$ cat src/hdl/generational_handle_allocator_assert.svh
// ----------------------------------------------------------------------------
// Generational handle allocator assertion macros
// Shared concurrent assertion forms, clocked on clock and disabled in reset.
// ----------------------------------------------------------------------------
`ifndef GENERATIONAL_HANDLE_ALLOCATOR_ASSERT_SVH
`define GENERATIONAL_HANDLE_ALLOCATOR_ASSERT_SVH

// Consequent must hold in the same cycle as the antecedent.
`define GHA_ASSERT_SAME(lbl, ante, cons, msg) \
   lbl: assert property (@(posedge clock) disable iff (reset) (ante) |-> (cons)) else $error(msg);

// Consequent must hold in the cycle after the antecedent.
`define GHA_ASSERT_NEXT(lbl, ante, cons, msg) \
   lbl: assert property (@(posedge clock) disable iff (reset) (ante) |=> (cons)) else $error(msg);

`endif

$ cat src/hdl/gha_pkg.sv
// ----------------------------------------------------------------------------
// Generational handle allocator package
// Widths, codes and transaction types shared by the allocator modules.
// ----------------------------------------------------------------------------
`default_nettype none

package gha_pkg;

   localparam int CAPACITY = 1024;
   localparam int GEN_BITS = 12;
   localparam int IDX_W    = 10;
   localparam int CNT_W    = 11;

   localparam logic [CNT_W-1:0] CAPACITY_CNT = CNT_W'(CAPACITY);

   localparam logic [1:0] OP_CREATE  = 2'd0;
   localparam logic [1:0] OP_DESTROY = 2'd1;
   localparam logic [1:0] OP_QUERY   = 2'd2;

   localparam logic [1:0] ST_OK   = 2'd0;
   localparam logic [1:0] ST_FULL = 2'd1;
   localparam logic [1:0] ST_BAD  = 2'd2;

   typedef struct packed {
      logic [1:0]          opcode;
      logic [IDX_W-1:0]    handle_index;
      logic [GEN_BITS-1:0] handle_generation;
   } gha_req_type;

   typedef struct packed {
      logic [IDX_W-1:0]    new_index;
      logic [GEN_BITS-1:0] new_generation;
      logic [1:0]          status;
      logic [CNT_W-1:0]    live_count;
   } gha_rsp_type;

   typedef struct packed {
      logic                live;
      logic [GEN_BITS-1:0] generation;
   } gha_slot_type;

   typedef struct packed {
      logic [IDX_W-1:0]    slot_index;
      logic [GEN_BITS-1:0] generation;
   } gha_entry_type;

   typedef struct packed {
      logic             gen_we;
      logic [IDX_W-1:0] gen_addr;
      gha_slot_type     gen_data;
      logic             stk_we;
      logic [IDX_W-1:0] stk_addr;
      gha_entry_type    stk_data;
   } gha_mem_wr_type;

   typedef struct packed {
      logic [CNT_W-1:0] slots_used;
      logic [CNT_W-1:0] free_depth;
      logic [CNT_W-1:0] live_total;
   } gha_count_type;

endpackage

`default_nettype wire

$ cat src/hdl/gha_engine.sv
// ----------------------------------------------------------------------------
// Generational handle allocator engine
// Decides one operation from the slot and free stack entries read for it,
// and holds the slot, free stack and live counters.
// ----------------------------------------------------------------------------
`default_nettype none

module gha_engine (
   input  wire logic                   clock,
   input  wire logic                   reset,
   input  wire logic                   commit,
   input  wire gha_pkg::gha_req_type   s1_req,
   input  wire gha_pkg::gha_slot_type  gen_rdata,
   input  wire gha_pkg::gha_entry_type stk_rdata,
   output      gha_pkg::gha_mem_wr_type wr,
   output      gha_pkg::gha_rsp_type   rsp,
   output      logic [gha_pkg::CNT_W-1:0] depth_next,
   output      gha_pkg::gha_count_type cnt
);

   logic [gha_pkg::CNT_W-1:0]    slots_used_ff, slots_used_in;
   logic [gha_pkg::CNT_W-1:0]    free_depth_ff, free_depth_in;
   logic [gha_pkg::CNT_W-1:0]    live_total_ff, live_total_in;
   logic [gha_pkg::GEN_BITS-1:0] gen_next;
   logic                         alive;

   assign gen_next = gen_rdata.generation + gha_pkg::GEN_BITS'(1);
   assign alive    = ({1'b0, s1_req.handle_index} < slots_used_ff) && gen_rdata.live &&
                     (gen_rdata.generation == s1_req.handle_generation);

   always_comb begin
      slots_used_in = slots_used_ff;
      free_depth_in = free_depth_ff;
      live_total_in = live_total_ff;
      wr            = '0;
      rsp           = '0;
      rsp.status    = gha_pkg::ST_BAD;
      unique case (s1_req.opcode)
         gha_pkg::OP_CREATE: begin
            if (free_depth_ff != '0) begin
               free_depth_in       = free_depth_ff - gha_pkg::CNT_W'(1);
               live_total_in       = live_total_ff + gha_pkg::CNT_W'(1);
               wr.gen_we           = 1'b1;
               wr.gen_addr         = stk_rdata.slot_index;
               wr.gen_data.live    = 1'b1;
               wr.gen_data.generation = stk_rdata.generation;
               rsp.new_index       = stk_rdata.slot_index;
               rsp.new_generation  = stk_rdata.generation;
               rsp.status          = gha_pkg::ST_OK;
            end else if (slots_used_ff != gha_pkg::CAPACITY_CNT) begin
               slots_used_in       = slots_used_ff + gha_pkg::CNT_W'(1);
               live_total_in       = live_total_ff + gha_pkg::CNT_W'(1);
               wr.gen_we           = 1'b1;
               wr.gen_addr         = slots_used_ff[gha_pkg::IDX_W-1:0];
               wr.gen_data.live    = 1'b1;
               rsp.new_index       = slots_used_ff[gha_pkg::IDX_W-1:0];
               rsp.status          = gha_pkg::ST_OK;
            end else begin
               rsp.status          = gha_pkg::ST_FULL;
            end
         end
         gha_pkg::OP_DESTROY: begin
            if (alive && (free_depth_ff != gha_pkg::CAPACITY_CNT)) begin
               free_depth_in       = free_depth_ff + gha_pkg::CNT_W'(1);
               if (live_total_ff != '0) begin
                  live_total_in    = live_total_ff - gha_pkg::CNT_W'(1);
               end
               wr.gen_we           = 1'b1;
               wr.gen_addr         = s1_req.handle_index;
               wr.gen_data.generation = gen_next;
               wr.stk_we           = 1'b1;
               wr.stk_addr         = free_depth_ff[gha_pkg::IDX_W-1:0];
               wr.stk_data.slot_index = s1_req.handle_index;
               wr.stk_data.generation = gen_next;
               rsp.status          = gha_pkg::ST_OK;
            end
         end
         gha_pkg::OP_QUERY: begin
            if (alive) begin
               rsp.status = gha_pkg::ST_OK;
            end
         end
         default: begin
         end
      endcase
      rsp.live_count = live_total_in;
      if (!commit) begin
         wr = '0;
      end
   end

   always_ff @(posedge clock) begin
      if (reset) begin
         slots_used_ff <= '0;
         free_depth_ff <= '0;
         live_total_ff <= '0;
      end else if (commit) begin
         slots_used_ff <= slots_used_in;
         free_depth_ff <= free_depth_in;
         live_total_ff <= live_total_in;
      end
   end

   assign depth_next     = commit ? free_depth_in : free_depth_ff;
   assign cnt.slots_used = slots_used_ff;
   assign cnt.free_depth = free_depth_ff;
   assign cnt.live_total = live_total_ff;

endmodule

`default_nettype wire

$ cat config.mk
export PLATFORM = sky130hd
export DESIGN_NAME = gha_engine
export DESIGN_NICKNAME = d
export VERILOG_FILES = /design/src/hdl/generational_handle_allocator_assert.svh /design/src/hdl/gha_pkg.sv /design/src/hdl/gha_engine.sv
export SDC_FILE = /design/constraint.sdc
export NUM_CORES = 1
export LEC_CHECK = 0
export ABC_AREA = 1
export BUFFER_PORTS_ARGS = -buffer_cell sky130_fd_sc_hd__buf_2
export CORE_MARGIN = 1
export CORE_UTILIZATION = 54
export CTS_CLUSTER_SIZE = 14
export DETAILED_ROUTE_END_ITERATION = 10
export PLACE_DENSITY = 0.91
export SLEW_MARGIN = 10
export SYNTH_ARGS = -nofsm -noshare
export SYNTH_HDL_FRONTEND = slang
export SYNTH_SLANG_ARGS = --single-unit
$ cat constraint.sdc
create_clock -name clock -period 6.67 [get_ports clock]
set_clock_uncertainty 0.15 [all_clocks]
set_input_delay 0.3335 -clock clock [delete_from_list [all_inputs] [get_ports clock]]
set_output_delay 0.3335 -clock clock [all_outputs]
set_load 0.1 [all_outputs]
Yosys cells after proc, flatten, opt, wreduce, memory -nomap -nowiden:

Cells that the tools add are included.

* register bits: 33

* $add $sub $neg: 6
* $lt $le $gt $ge: 1
* equality and inequality tests: 5
* muxes and demuxes: 27
* bitwise operators: 1
* reductions and logical operators: 7

Operators by type and width (number)
* 11-bit 2-to-1 mux: 8
* 11-bit case mux with 2 select lines: 3
* 57-bit 2-to-1 mux: 1
* 45-bit 2-to-1 mux: 1
* 12-bit 2-to-1 mux: 3
* 11-bit by 1-bit adder with 11-bit output, second input constant: 3
* 33-bit 2-to-1 mux: 1
* 12-bit case mux with 2 select lines: 1
* 22-bit 2-to-1 mux: 1
* 11-bit inequality test, second input constant: 2
* 11-bit nonzero test: 2
* 11-bit by 1-bit subtractor with 11-bit output, second input constant: 2
* 10-bit 2-to-1 mux: 2
* 12-bit by 1-bit adder with 12-bit output, second input constant: 1
* 12-bit equality test: 1
* 10-bit by 11-bit less-than comparator with 1-bit output: 1
* 2-bit 2-to-1 mux: 3
* 2-bit case mux with 3 select lines: 1
* 4-bit AND reduction: 1
* 1-bit logical AND: 3
* 2-bit by 1-bit equality test with 1-bit output, second input constant: 1
* 2-bit equality test, second input constant: 1
* 2-bit logical NOT: 1
* 1-bit 2-to-1 mux: 2
* 1-bit NOT: 1

Depth between registers and ports, before layout:

* depth in word-level cells: 7
* gate-level depth with buffers: 16

Worst setup path after synthesis:

No wires, ideal clock.

* path type: reg-to-output
* start: reg slots_used_ff[9] (netlist name)
* end: out wr[10] (netlist name)
* arrival: 4412 ps
* required time: 6187 ps
* path slack: 1775 ps
* stages on the path, launching flop included: 13
* cell sequence: dfxtp_1 inv_1 ha_1 inv_1 nor2_1 a21oi_2 nand4_4 nor2_8 nand3_4 nor2_4 inv_2 clkbuf_1 nor2_1

RTL lines
* from (decl): RTL line gha_engine.sv:21 `logic [gha_pkg::CNT_W-1:0] slots_used_ff, slots_used_in;`
* from (signal assigned): RTL line gha_engine.sv:98 `slots_used_ff <= slots_used_in;`
* to (decl): RTL line gha_engine.sv:15 `output gha_pkg::gha_mem_wr_type wr,`

==> summary.txt <==
Timing
  • Setup ws final: 2880 ps
  • Relative slew margins: 46.7%
  • Unrepaired setup endpoints after global routing: no
  • Final Hold Vio Count: 0
  • Worst-margin pin slew: 799 ps
  • Number of setup violations in the final report: 0
  • Worst hold margin: 319 ps
  • Max-slew violations: 0
  • Final worst-path cycle share: 56.8%
  • Fmax: 264 MHz
  • Setup TNS: 0 ps
  • Min Tclk post-route: 3790 ps

Setup path
  • Worst Setup End Kind: output port
  • CP Class: register to output port
  • CP startpoint: slots_used_ff[8]
  • Critical Path RT: 6190 ps
  • Worst flop-to-flop path startpoint: slots_used_ff[8]
  • Arrival time at the worst endpoint: 3310 ps
  • Crit Path Max Fanout: 29
  • Nature of the critical path startpoint: register

Clock tree
  • Clock tree sinks: 33
  • Hold Buf Count CTS: 0
  • Clk_lat worst skew: 290 ps
  • CTS H-tree lvls: 2
  • Register clock-pin slew on the reported worst setup and hold paths: 70 ps
  • Post-CTS sizing: 0
  • Num CTS Buffers: 5
  • TritonCTS clock tree: built
  • Post-CTS Setup Bufs: 0
  • Root Buffer: clkbuf_8
  • Longest Clk Path Bufs: 2

Logic synthesis
  • Post-synth EDFFs: 0
  • Ys async rst share: 0%
  • Post-synth top area share: 18.8%
  • Cell Area, Synth: 0.00484 mm2
  • Yosys Warn Count: 0
  • Cells after Synth: 874
  • Primary FF master, synth: dfxtp_1
  • Sequential fraction of the synthesis area: 13.7%
  • Synth top area cells: nand2_1 (19%), dfxtp_1 (14%), inv_1 (9.7%)
  • Post-synthesis cell type count: 42
  • #FFs+latches synth: 33
  • Mapped Nets: 953
  • Largest area contributor in the netlist: nand2_1
  • Syn Area/Cell: 5.54 um2

Flow run
  • Max-Cap Viols: 0

Detailed routing
  • Via count: 6270
  • Vias per cell: 5.42
  • Wire length per cell: 14.2 um
  • # DRC: 0
  • Starting DRT DRC Count: 579
  • 1st-pass router iterations: 5
  • WL final: 16400 um
  • Final ANT Viol Nets: 0

Global routing
  • Via count of the first global-routing pass: 5594
  • Initial antenna violation count: 0
  • First-pass GRT wire length: 26900 um
  • Largest net degree at the start of global routing: 30
  • Overflow after GRT: 0
  • Total track usage: 34.5%

Layout
  • Fin nets: 1127
  • Layout area overhead: 21.5%
  • # diodes: 0
  • Layout cells sized above 1: 24.4%

Status
  • Outcome: finished, final reports clean

Floorplanning
  • Die Ht: 96.7 um
  • Die Width: 96.7 um
  • Initial Utilization: 55.8%
  • I/O pins: 198
  • Row cnt: 34
  • Core area: 0.00868 mm2
  • Die area: 0.00935 mm2

Power
  • Worst vdd ir: 93.3 uV
  • Pwr Density: 194 mW/mm2
  • Tot Pwr: 1140 uW
  • P_leak: 0.00348 uW

Place
  • Pre-CTS setup slack: 3210 ps
  • Port Buf Inserts: 197
  • Final RePlAce weighted congestion: 0.997
  • Post-DP HPWL: 12800 um

Hold path
  • Worst min-delay path class: primary input to register
  • Hold Path Origin: commit
kinds of logic (layout without fill, tap and decap cells):
logic type,count (synthesis),in the layout,share of synthesized area [%]
flip-flops,33,33,13.7
buffers and inverters,172,346,14.7
AND/OR/NAND/NOR,513,513,48.7
XOR/XNOR,33,33,5.97
AO/OA/AOI/OAI,106,106,12.6
adder cells (fa/ha/maj),17,17,4.39
registers in the layout, summed over array words and instances, names as in the netlist:
signal,flops
free_depth_ff,11
live_total_ff,11
slots_used_ff,11
cells in the final DEF (no fill, tap or decap), types with 4 or more instances in the layout:
master    synthesis  routed
nand2_1         242     242
buf_2            11     197
inv_1           125     125
nor2_1          113     113
nand3_1          75      75
o21ai_0          42      42
a21oi_1          35      35
dfxtp_1          33      33
xor2_1           25      25
nand4_1          20      20
nor3_1           20      20
o21a_1           20      20
ha_1             17      17
inv_2            13      13
nor2_4           13      13
xnor2_1           8       8
nor2_2            6       6
clkbuf_8          0       6
o211ai_1          4       4
stage by stage:
stage	std cells	cell area, um2	utilization (%)
CTS	1156	5880	67.7
detailed placement	1149	5790	66.7
floorplan	874	4840	-
global placement	1149	5790	66.7
global route	1156	5880	67.7
finish	1156	5880	67.7
path summary, 6_finish.rpt:
check / cells after the start / endpoint / slack (ps)
hold / removal: 3 / free_depth_ff[9] / 320
hold reg to reg: 2 / free_depth_ff[10] / 440
setup reg to reg: 14 / live_total_ff[0] / 3870
setup / recovery: 12 / wr[15] / 2880
synthesized netlist by cell type, types with 4 or more instances:
| library cell | n |
|---|---|
| a21oi_1 | 35 |
| buf_2 | 11 |
| buf_6 | 4 |
| clkbuf_1 | 14 |
| dfxtp_1 | 33 |
| ha_1 | 17 |
| inv_1 | 125 |
| inv_2 | 13 |
| nand2_1 | 242 |
| nand3_1 | 75 |
| nand4_1 | 20 |
| nor2_1 | 113 |
| nor2_2 | 6 |
| nor2_4 | 13 |
| nor3_1 | 20 |
| o211ai_1 | 4 |
| o21a_1 | 20 |
| o21ai_0 | 42 |
| xnor2_1 | 8 |
| xor2_1 | 25 |
worst max-delay path: stages, from the launching register on:
cell and delay [ps]:
dfxtp_1 420, inv_1 170, ha_1 350, nand2_1 80
nand2_1 60, a21oi_2 190, nand4_4 150, nor2_8 190
nand3_4 260, nor2_4 190, inv_2 300, nor2_1 210
buf_2 450
layout make-up:
type                            count  area [um2]
Multi-Input combinational cell    669        3470
Fill cell                         825        2800
Inverter                          140         527
Clock buffer                        7        86.3
Tap cell                          108         135
Timing Repair Buffer              199        1000
Sequential cell                    33         661
where the power goes:
part | switching [uW] | total (uW) | leakage, uW | internal (uW)
logic | 602 | 747 | 0.00316 | 144
clock network | 80.7 | 163 | 0.0000443 | 82.1
registers | 24.6 | 233 | 0.000269 | 209
layer usage:
metal | share of wire (%) | GRT usage [%] | wire length [um] | vias to the layer above
met5 | 0 | 0 | 0 | -
met2 | 46 | 56.4 | 7600 | 362
met3 | 10 | 5.49 | 1660 | 42
met4 | 2.4 | 12.5 | 391 | 0
met1 | 41 | 45.7 | 6770 | 2757
li1 | - | - | - | 3109
(Power assumes the default switching activity.)
