[src/hdl/generational_handle_allocator_assert.svh]
// ----------------------------------------------------------------------------
// Generational handle allocator assertion macros
// Shared concurrent assertion forms, clocked on clock and disabled in reset.
// ----------------------------------------------------------------------------
`ifndef GENERATIONAL_HANDLE_ALLOCATOR_ASSERT_SVH
`define GENERATIONAL_HANDLE_ALLOCATOR_ASSERT_SVH

// Consequent must hold in the same cycle as the antecedent.
`define GHA_ASSERT_SAME(lbl, ante, cons, msg) \
   lbl: assert property (@(posedge clock) disable iff (reset) (ante) |-> (cons)) else $error(msg);

// Consequent must hold in the cycle after the antecedent.
`define GHA_ASSERT_NEXT(lbl, ante, cons, msg) \
   lbl: assert property (@(posedge clock) disable iff (reset) (ante) |=> (cons)) else $error(msg);

`endif

[src/hdl/gha_ram.sv]
// ----------------------------------------------------------------------------
// Generic single-port-write, single-port-read RAM
// Registered read; a read of the address written in the same cycle returns
// the new data.
// ----------------------------------------------------------------------------
`default_nettype none

module gha_ram #(
   parameter int WIDTH = 8,
   parameter int DEPTH = 16
) (
   input  wire logic                     clock,
   input  wire logic                     wr_en,
   input  wire logic [$clog2(DEPTH)-1:0] wr_addr,
   input  wire logic [WIDTH-1:0]         wr_data,
   input  wire logic                     rd_en,
   input  wire logic [$clog2(DEPTH)-1:0] rd_addr,
   output      logic [WIDTH-1:0]         rd_data
);

   logic [WIDTH-1:0] mem_ff [DEPTH];
   logic [WIDTH-1:0] rd_data_ff;

   always_ff @(posedge clock) begin
      if (wr_en) begin
         mem_ff[wr_addr] <= wr_data;
      end
      if (rd_en) begin
         if (wr_en && (wr_addr == rd_addr)) begin
            rd_data_ff <= wr_data;
         end else begin
            rd_data_ff <= mem_ff[rd_addr];
         end
      end
   end

   assign rd_data = rd_data_ff;

endmodule

`default_nettype wire

[config.mk]
export PLATFORM = sky130hd
export DESIGN_NAME = gha_ram
export DESIGN_NICKNAME = d
export VERILOG_FILES = /design/src/hdl/generational_handle_allocator_assert.svh /design/src/hdl/gha_ram.sv
export SDC_FILE = /design/constraint.sdc
export NUM_CORES = 1
export LEC_CHECK = 0
export ABC_AREA = 1
export BUFFER_PORTS_ARGS = -buffer_cell sky130_fd_sc_hd__buf_4
export CORE_ASPECT_RATIO = 1.1
export CORE_UTILIZATION = 55
export DETAILED_ROUTE_END_ITERATION = 10
export PLACE_DENSITY = 0.81
export RECOVER_POWER = 25
export SLEW_MARGIN = 25
export SYNTH_ARGS = -nofsm -noshare
export SYNTH_HDL_FRONTEND = slang
export SYNTH_SLANG_ARGS = --single-unit
[constraint.sdc]
create_clock -name clock -period 1.58 [get_ports clock]
set_input_delay 0.395 -clock clock [delete_from_list [all_inputs] [get_ports clock]]
set_output_delay 0.395 -clock clock [all_outputs]
set_load 0.02 [all_outputs]
Word level (Yosys, flattened, before mapping) --
Memories as Yosys holds them, arrays and structs flattened. A register that Yosys moved wholly into a read port is not among the register bits. Cells that the tools add are included.
Storage, ports and cells: register bits after elaboration 0, bits in writable memories 128, input bits 19, output and inout port bits 8, word-level logic and storage cells 3, memories 1
Cells by class: multiplexer cells 2
Memories:
- mem_ff | words 16, bits a word 8, rd ports 1, clocked after Yosys merged registers in 1, write ports 1, RTL line gha_ram.sv:21 | logic [WIDTH-1:0] mem_ff [DEPTH];
Operator list (number):
- 2-to-1 mux 1 bit | 2

Longest topological paths before layout --
Gate-level depths: netlist of run 1.
depth after elaboration 2, mapped depth 10, gate-level depth less buffers 9

Least setup slack after synthesis of run 1 --
No wires, ideal clock.
path type input port to flip-flop, start point input rd_addr[2], end point register rd_data_ff[0] (netlist: rd_data[0]), read port of mem_ff (data pin), setup time 0.253 ns, arrival 1.242 ns, path slack 0.086 ns, stages on the path 7, path buffers 1, cell sequence buf_2 inv_2 nand2_1 a21oi_4 nand3_4 nand2_1 nand2_1
RTL lines:
- from (decl) | RTL line gha_ram.sv:17 | input wire logic [$clog2(DEPTH)-1:0] rd_addr,
- to (decl) | RTL line gha_ram.sv:22 | logic [WIDTH-1:0] rd_data_ff;

Worst setup path in the final report of run 1 --
start point register rd_data_ff[6] (netlist: rd_data[6]), read port of mem_ff, end point output rd_data[6]
RTL lines:
- to (decl) | RTL line gha_ram.sv:18 | output logic [WIDTH-1:0] rd_data
No word-level cell between the ends.

==> impl_metrics.csv, run 1 <==
group,metric,value,unit
outcome,status,"finished, final reports clean",
worst_setup_path,max_stage_delay,410,ps
die,core,0.0105,mm^2
final_layout,antenna_cells,0,
worst_setup_path,worstPathArrival,1000,ps
clocking,ctsResizeCount,0,
worst_setup_path,worstPathMaxFanout,1,
worst_hold_path,hold_end,"mem_ff[12][4]",
worst_setup_path,crit_chain,"buf_4",
worst_hold_path,min_path_type,"input pin to flip-flop",
clocking,cts_hold_buf,0,
power_and_ir_drop,ir_worst_vdd,884,uV
worst_setup_path,worst_path_dominant_cell_family,"flip-flops",
sta,worstMarginPinSlew,925,ps
sta,slew_headroom,38.3,%
final_layout,fillers,746,
worst_setup_path,crit_type,"flip-flop to primary output",
placement,gp_congestion,0.918,
yosys,yosysSeqAreaShare,68.0,%
yosys,syn_area,0.00600,mm^2
grt,grt_pass1_vias,4261,
grt,grt_first_pass_wirelength,22.6,mm
placement,post-dp-hpwl,8.93,mm
grt,grt_max_degree,40,
grt,grt_usage,27.9,%
sta,finalClockSkew,9.56,ps
clocking,tritoncts,"built",
sta,slew_viol_final,0,
detailed_routing,drc,0,
clocking,h-tree-depth,4,
flow_run,maxCapViolCount,0,
die,die-area,0.0113,mm^2
detailed_routing,drtPass1Iterations,5,
sta,min_period,1400,ps
worst_setup_path,r2r_slack,280,ps
power_and_ir_drop,p_leak,3.11,nW
placement,io_buffers,26,
final_layout,area_delta_synth_final,19.2,%
clocking,clock_latency,420,ps
yosys,yosysTopAreaCell,"edfxtp_1",
worst_setup_path,reg2reg_depth,8,
die,initial_utilization,57.2,%
grt,grt_antenna_before_repair,0,
die,die_y,112,um
sta,timing.final.crit_share,88.4,%
yosys,avgSynthCellArea,10.3,um^2
yosys,yosysUniqueCellTypes,16,
sta,fmax,0.716,GHz
worst_setup_path,r2r_end,"rd_data[0]",
worst_hold_path,whs_path_depth,1,
detailed_routing,drt_iter0_drc,380,
final_layout,nNetsFinal,660,
sta,hold_viol,0,
detailed_routing,drt-total-wl,14.3,mm
worst_setup_path,r2r_start,"mem_ff[7][0]",
yosys,synth_fp_nets,604,
yosys,yosys_warnings,0,
worst_setup_path,cp_num_buf_inv,1,
detailed_routing,post_drt_via_cell_ratio,5.39,
clocking,postCtsSetupBuffers,0,
yosys,netlist_top_cells_area,"edfxtp_1 68%, nand2_1 12%, nand3_1 8.3%",
detailed_routing,ant_nets,0,
clocking,cts_buffer_depth,2,
sta,rsz0062_at_grt,"false",
worst_setup_path,cp.required,1180,ps
yosys,synth_top_area_share,68.0,%
worst_hold_path,min-delay-start,"wr_data[4]",
grt,overflow,0,
yosys,synth_seq_cells,136,
clocking,root_buffer,"clkbuf_16",
clocking,clk_pin_slew,60,ps
die,ioPinCount,27,
clocking,clock_sinks,136,
sta,tns,0,ps
final_layout,layout-drive-gt1-share,13.8,%
worst_setup_path,worst_setup_path_end_kind,"primary output",
die,rows,39,
worst_setup_path,start_kind,"flip-flop",
sta,hold_ws,359,ps
detailed_routing,routedWlPerCell,17.9,um
power_and_ir_drop,power.density,1230,mW/mm^2
sta,setup_viol,0,
die,die_w,102,um
worst_setup_path,crit_slowest_cell,"edfxtp_1",
detailed_routing,vias,4298,
yosys,syn_inst,585,
clocking,cts_inserted_buffers,17,
==> worst max-delay path by stage <==
stage,cells past startpoint,end,from,slack [ps]
2_1_floorplan,7,rd_data[0],rd_addr[2],90
3_3_place_gp,10,rd_data[0],rd_addr[0],-60
3_5_place_dp,10,rd_data[6],rd_addr[0],-100
4_1_cts,1,rd_data[6],rd_data[6],170
5_1_grt,1,rd_data[6],rd_data[6],150
6_report,1,rd_data[6],rd_data[6],180
==> power breakdown <==
part           internal [mW]  total [mW]  switching, mW
Clock                   2.61        4.06           1.46
Combinational          0.215       0.652          0.438
Sequential              4.07        4.09         0.0243
Total                   6.89        8.81           1.92
==> synth_stat cells <==
master,count
inv_1,100
o22ai_1,2
edfxtp_1,136
nand2_1,190
a21oi_4,2
buf_4,5
inv_2,5
buf_1,1
buf_2,13
o21ai_0,1
nand3_1,100
nand4_1,8
buf_6,1
nor2_1,16
clkbuf_1,4
nand3_4,1
==> flip-flops by register name, summed over array words and instances, names as in the netlist <==
register and flops:
rd_data 8, mem_ff 128
==> layout make-up <==
class                   instances  area [um^2]  share of cell area (%)
flip-flops and latches        136         4080                    57.1
well taps                     143          179                    2.50
repair buffers                 61          498                    6.96
clock inverters                15          183                    2.55
multi-input cells             320         1390                    19.4
clock buffers                  17          425                    5.95
inverters                     105          394                    5.51
==> kinds of logic after synthesis <==
family | Yosys count | share of synthesized area (%)
buffers and inverters | 129 | 8.78
and+or+nand+nor | 315 | 22.3
DFF | 136 | 68.0
AOI/OAI and AO/OA | 5 | 0.834
==> cells in the final DEF, fill, tap and decap left out, types with 6 or more instances in the layout <==
cell type,count
buf_4,50
nand3_1,100
nand2_1,190
clkbuf_16,17
clkbuf_1,6
inv_1,100
nor2_1,16
nand4_1,8
edfxtp_1,136
==> through the flow <==
stage | cell area [um^2] | setup WS [ps] | power [mW] | std cells | utilization [%]
6_report | 7150 | 183 | 8.81 | 797 | 68.2
5_1_grt | 7150 | 155 | 9.04 | 797 | 68.2
4_1_cts | 7180 | 169 | 8.83 | 797 | 68.4
3_5_place_dp | 6570 | -98.2 | 4.81 | 765 | 62.6
3_3_place_gp | 6570 | -56.7 | 4.80 | 765 | 62.6
2_1_floorplan | 6000 | 85.6 | 4.51 | 585 | -
==> per-layer routing <==
layer  up-vias  GRT usage (%)  part of all wire (%)
met5         -              0                     0
met4         0           14.1                   3.8
met3        43           7.34                   8.3
met2       223           44.6                    50
met1      2010           34.9                    38
li1       2022              -                     -
(Power assumes the default switching activity.)
==> run 2: changes to the inputs <==
--- a/config.mk
+++ b/config.mk
@@ -5,12 +5,11 @@
 export SDC_FILE = /design/constraint.sdc
 export NUM_CORES = 1
 export LEC_CHECK = 0
-export ABC_AREA = 1
 export BUFFER_PORTS_ARGS = -buffer_cell sky130_fd_sc_hd__buf_4
 export CORE_ASPECT_RATIO = 1.1
 export CORE_UTILIZATION = 55
 export DETAILED_ROUTE_END_ITERATION = 10
-export PLACE_DENSITY = 0.81
+export PLACE_DENSITY = 0.82
 export RECOVER_POWER = 25
 export SLEW_MARGIN = 25
 export SYNTH_ARGS = -nofsm -noshare
==> impl_metrics.csv, run 2 <==
group,metric,value,unit
yosys,synth_top_family_by_area,"multiplexers",
placement,placed_cell_area,0.00605,mm^2
power_and_ir_drop,power.total,8.66,mW
yosys,yosysSeqAreaShare,74.5,%
sta,min_period,1740,ps
clocking,clk_pin_slew,60,ps
sta,setup_viol,8,
die,die-area,0.0104,mm^2
die,rows,37,
final_layout,area_delta_synth_final,22.2,%
final_layout,layout-drive-gt1-share,43.5,%
final_layout,mostFrequentLayoutCell,"edfxtp_1",
worst_setup_path,crit_type,"flip-flop to flip-flop",
power_and_ir_drop,ir_worst_vdd,720,uV
die,ioPinCount,27,
grt,grt_first_pass_wirelength,17.9,mm
clocking,cts_inserted_buffers,17,
worst_setup_path,worstPathMaxFanout,1,
die,core,0.00954,mm^2
yosys,synthAdderAreaFrac,0,%
sta,rsz0062_at_grt,"true",
yosys,synth_fp_nets,261,
yosys,yosysMostFrequentCell,"edfxtp_1",
sta,fin_ws,-163,ps
placement,gp_congestion,0.797,
power_and_ir_drop,power.density,1290,mW/mm^2
yosys,avgSynthCellArea,22.6,um^2
power_and_ir_drop,p_leak,2.28,nW
sta,finalClockSkew,8.74,ps
flow_run,maxCapViolCount,0,
yosys,yosysUniqueCellTypes,19,
detailed_routing,routedWlPerCell,27.4,um
grt,overflow,0,
final_layout,seq_area,0.00408,mm^2
worst_setup_path,worst_setup_path_end_kind,"flip-flop",
detailed_routing,vias,2769,
clocking,root_buffer,"clkbuf_8",
clocking,clock_sinks,136,
sta,slew_viol_final,0,
clocking,clock_latency,520,ps
final_layout,largest_reg_flops,128,
detailed_routing,post_drt_via_cell_ratio,6.28,
yosys,synthArstFlopShare,0,%
clocking,postCtsSetupBuffers,0,
detailed_routing,drtPass1Iterations,4,
clocking,cts_buffer_depth,2,
worst_setup_path,r2r_slack,-160,ps
yosys,synth_mux_area_share,20.8,%
yosys,syn_inst,242,
yosys,synth_seq_cells,136,
final_layout,nNetsFinal,330,
yosys,yosys_warnings,0,
grt,grt_max_degree,18,
sta,timing.final.crit_share,110,%
detailed_routing,drt_iter0_drc,288,
final_layout,multi_input_area,0.00132,mm^2
sta,slew_headroom,52.1,%
sta,hold_viol,0,
placement,io_buffers,26,
yosys,syn_area,0.00548,mm^2
worst_setup_path,worstPathArrival,2010,ps
clocking,h-tree-depth,4,
sta,worstMarginPinSlew,719,ps
detailed_routing,ant_nets,0,
grt,grt_pass1_vias,2880,
final_layout,final_cell_mix,"136 x edfxtp_1, 50 x buf_4, 31 x mux4_2",
worst_setup_path,cp.required,1850,ps
grt,grt_usage,25.4,%
detailed_routing,drt-total-wl,12.1,mm
yosys,yosysTopAreaCell,"edfxtp_1",
die,initial_utilization,57.5,%
outcome,status,"complete, but fails checks",
yosys,synthTopCellsByCount,"136 x edfxtp_1, 24 x mux2i_1, 23 x mux4_1, 12 x nor2_1, 9 x mux4_2",
yosys,netlist_top_cells_area,"edfxtp_1 75%, mux4_1 11%, mux2i_1 4.4%",
clocking,cts_hold_buf,0,
clocking,tritoncts,"built",
outcome,violations,"setup timing",
worst_hold_path,min_path_type,"input pin to flip-flop",
placement,post-dp-hpwl,7.10,mm
yosys,synth_simple_gate_area_share,2.47,%
yosys,synth_compound_area_share,0,%
clocking,ctsResizeCount,10,
final_layout,antenna_cells,0,
sta,fmax,0.574,GHz
final_layout,stdcell_area,0.00670,mm^2
yosys,synth_top_area_share,74.5,%
worst_setup_path,start_kind,"flip-flop",
die,die_y,107,um
yosys,synth_xor_area_share,0.639,%
yosys,synth_ff_type,"edfxtp_1",
final_layout,fillers,557,
final_layout,fin_util,70.2,%
final_layout,top_register,"mem_ff",
grt,grt_antenna_before_repair,0,
detailed_routing,drc,0,
die,die_w,97.2,um
yosys,synth_edf_count,136,
-- run 2: critical path, cell delays in order, from the launching register on --
cell and delay (ps):
edfxtp_1 360, mux4_2 510, mux2i_4 210, mux2i_1 120
mux2_4 290
-- run 2: layer usage --
layer | part of all wire [%] | up-vias | wire (um) | GRT usage [%]
met1 | 39 | 1430 | 4720 | 34.7
met5 | 0 | - | 0 | 0
li1 | - | 1150 | - | -
met4 | 2.7 | 0 | 325 | 11.7
met2 | 49 | 164 | 5960 | 38.5
met3 | 9.0 | 25 | 1090 | 7.17
-- run 2: path summary, 6_finish.rpt --
check / to / cells after the start / from
max: rd_data[4] / 4 / mem_ff[11][4]
max reg2reg: rd_data[4] / 4 / mem_ff[11][4]
min: rd_data[3] / 1 / rd_en
min reg2reg: rd_data[6] / 4 / mem_ff[13][6]
-- run 2: cells by family (layout without fill, tap and decap cells) --
family                    after synthesis  count (layout)
xor gates and xnor gates                4               4
DFF                                   136             136
buffers and inverters                  13              95
muxes                                  64              64
and+or+nand+nor                        25              25
-- run 2: power breakdown --
part	leakage [nW]	switching, mW	internal (mW)
clock network	0.279	1.54	2.43
registers	1.23	0.0289	4.07
logic	0.771	0.306	0.285
total	2.28	1.87	6.79
-- run 2: per-stage QoR --
stage	setup slack [ps]	hold slack [ps]	TNS, ps	std cells
after CTS	-148	163	-914	441
after floorplan	-277	494	-3770	242
after detailed placement	-632	711	-8620	409
final	-163	215	-986	441
after global routing	-233	196	-1370	441
after global placement	-606	699	-7720	409
-- run 2: layout make-up --
| class | count | area share (%) |
|---|---|---|
| Sequential cell | 136 | 61.0 |
| Tap cell | 117 | 2.19 |
| Multi-Input combinational cell | 93 | 19.7 |
| Clock inverter | 15 | 2.82 |
| Clock buffer | 17 | 6.19 |
| Timing Repair Buffer | 63 | 8.15 |
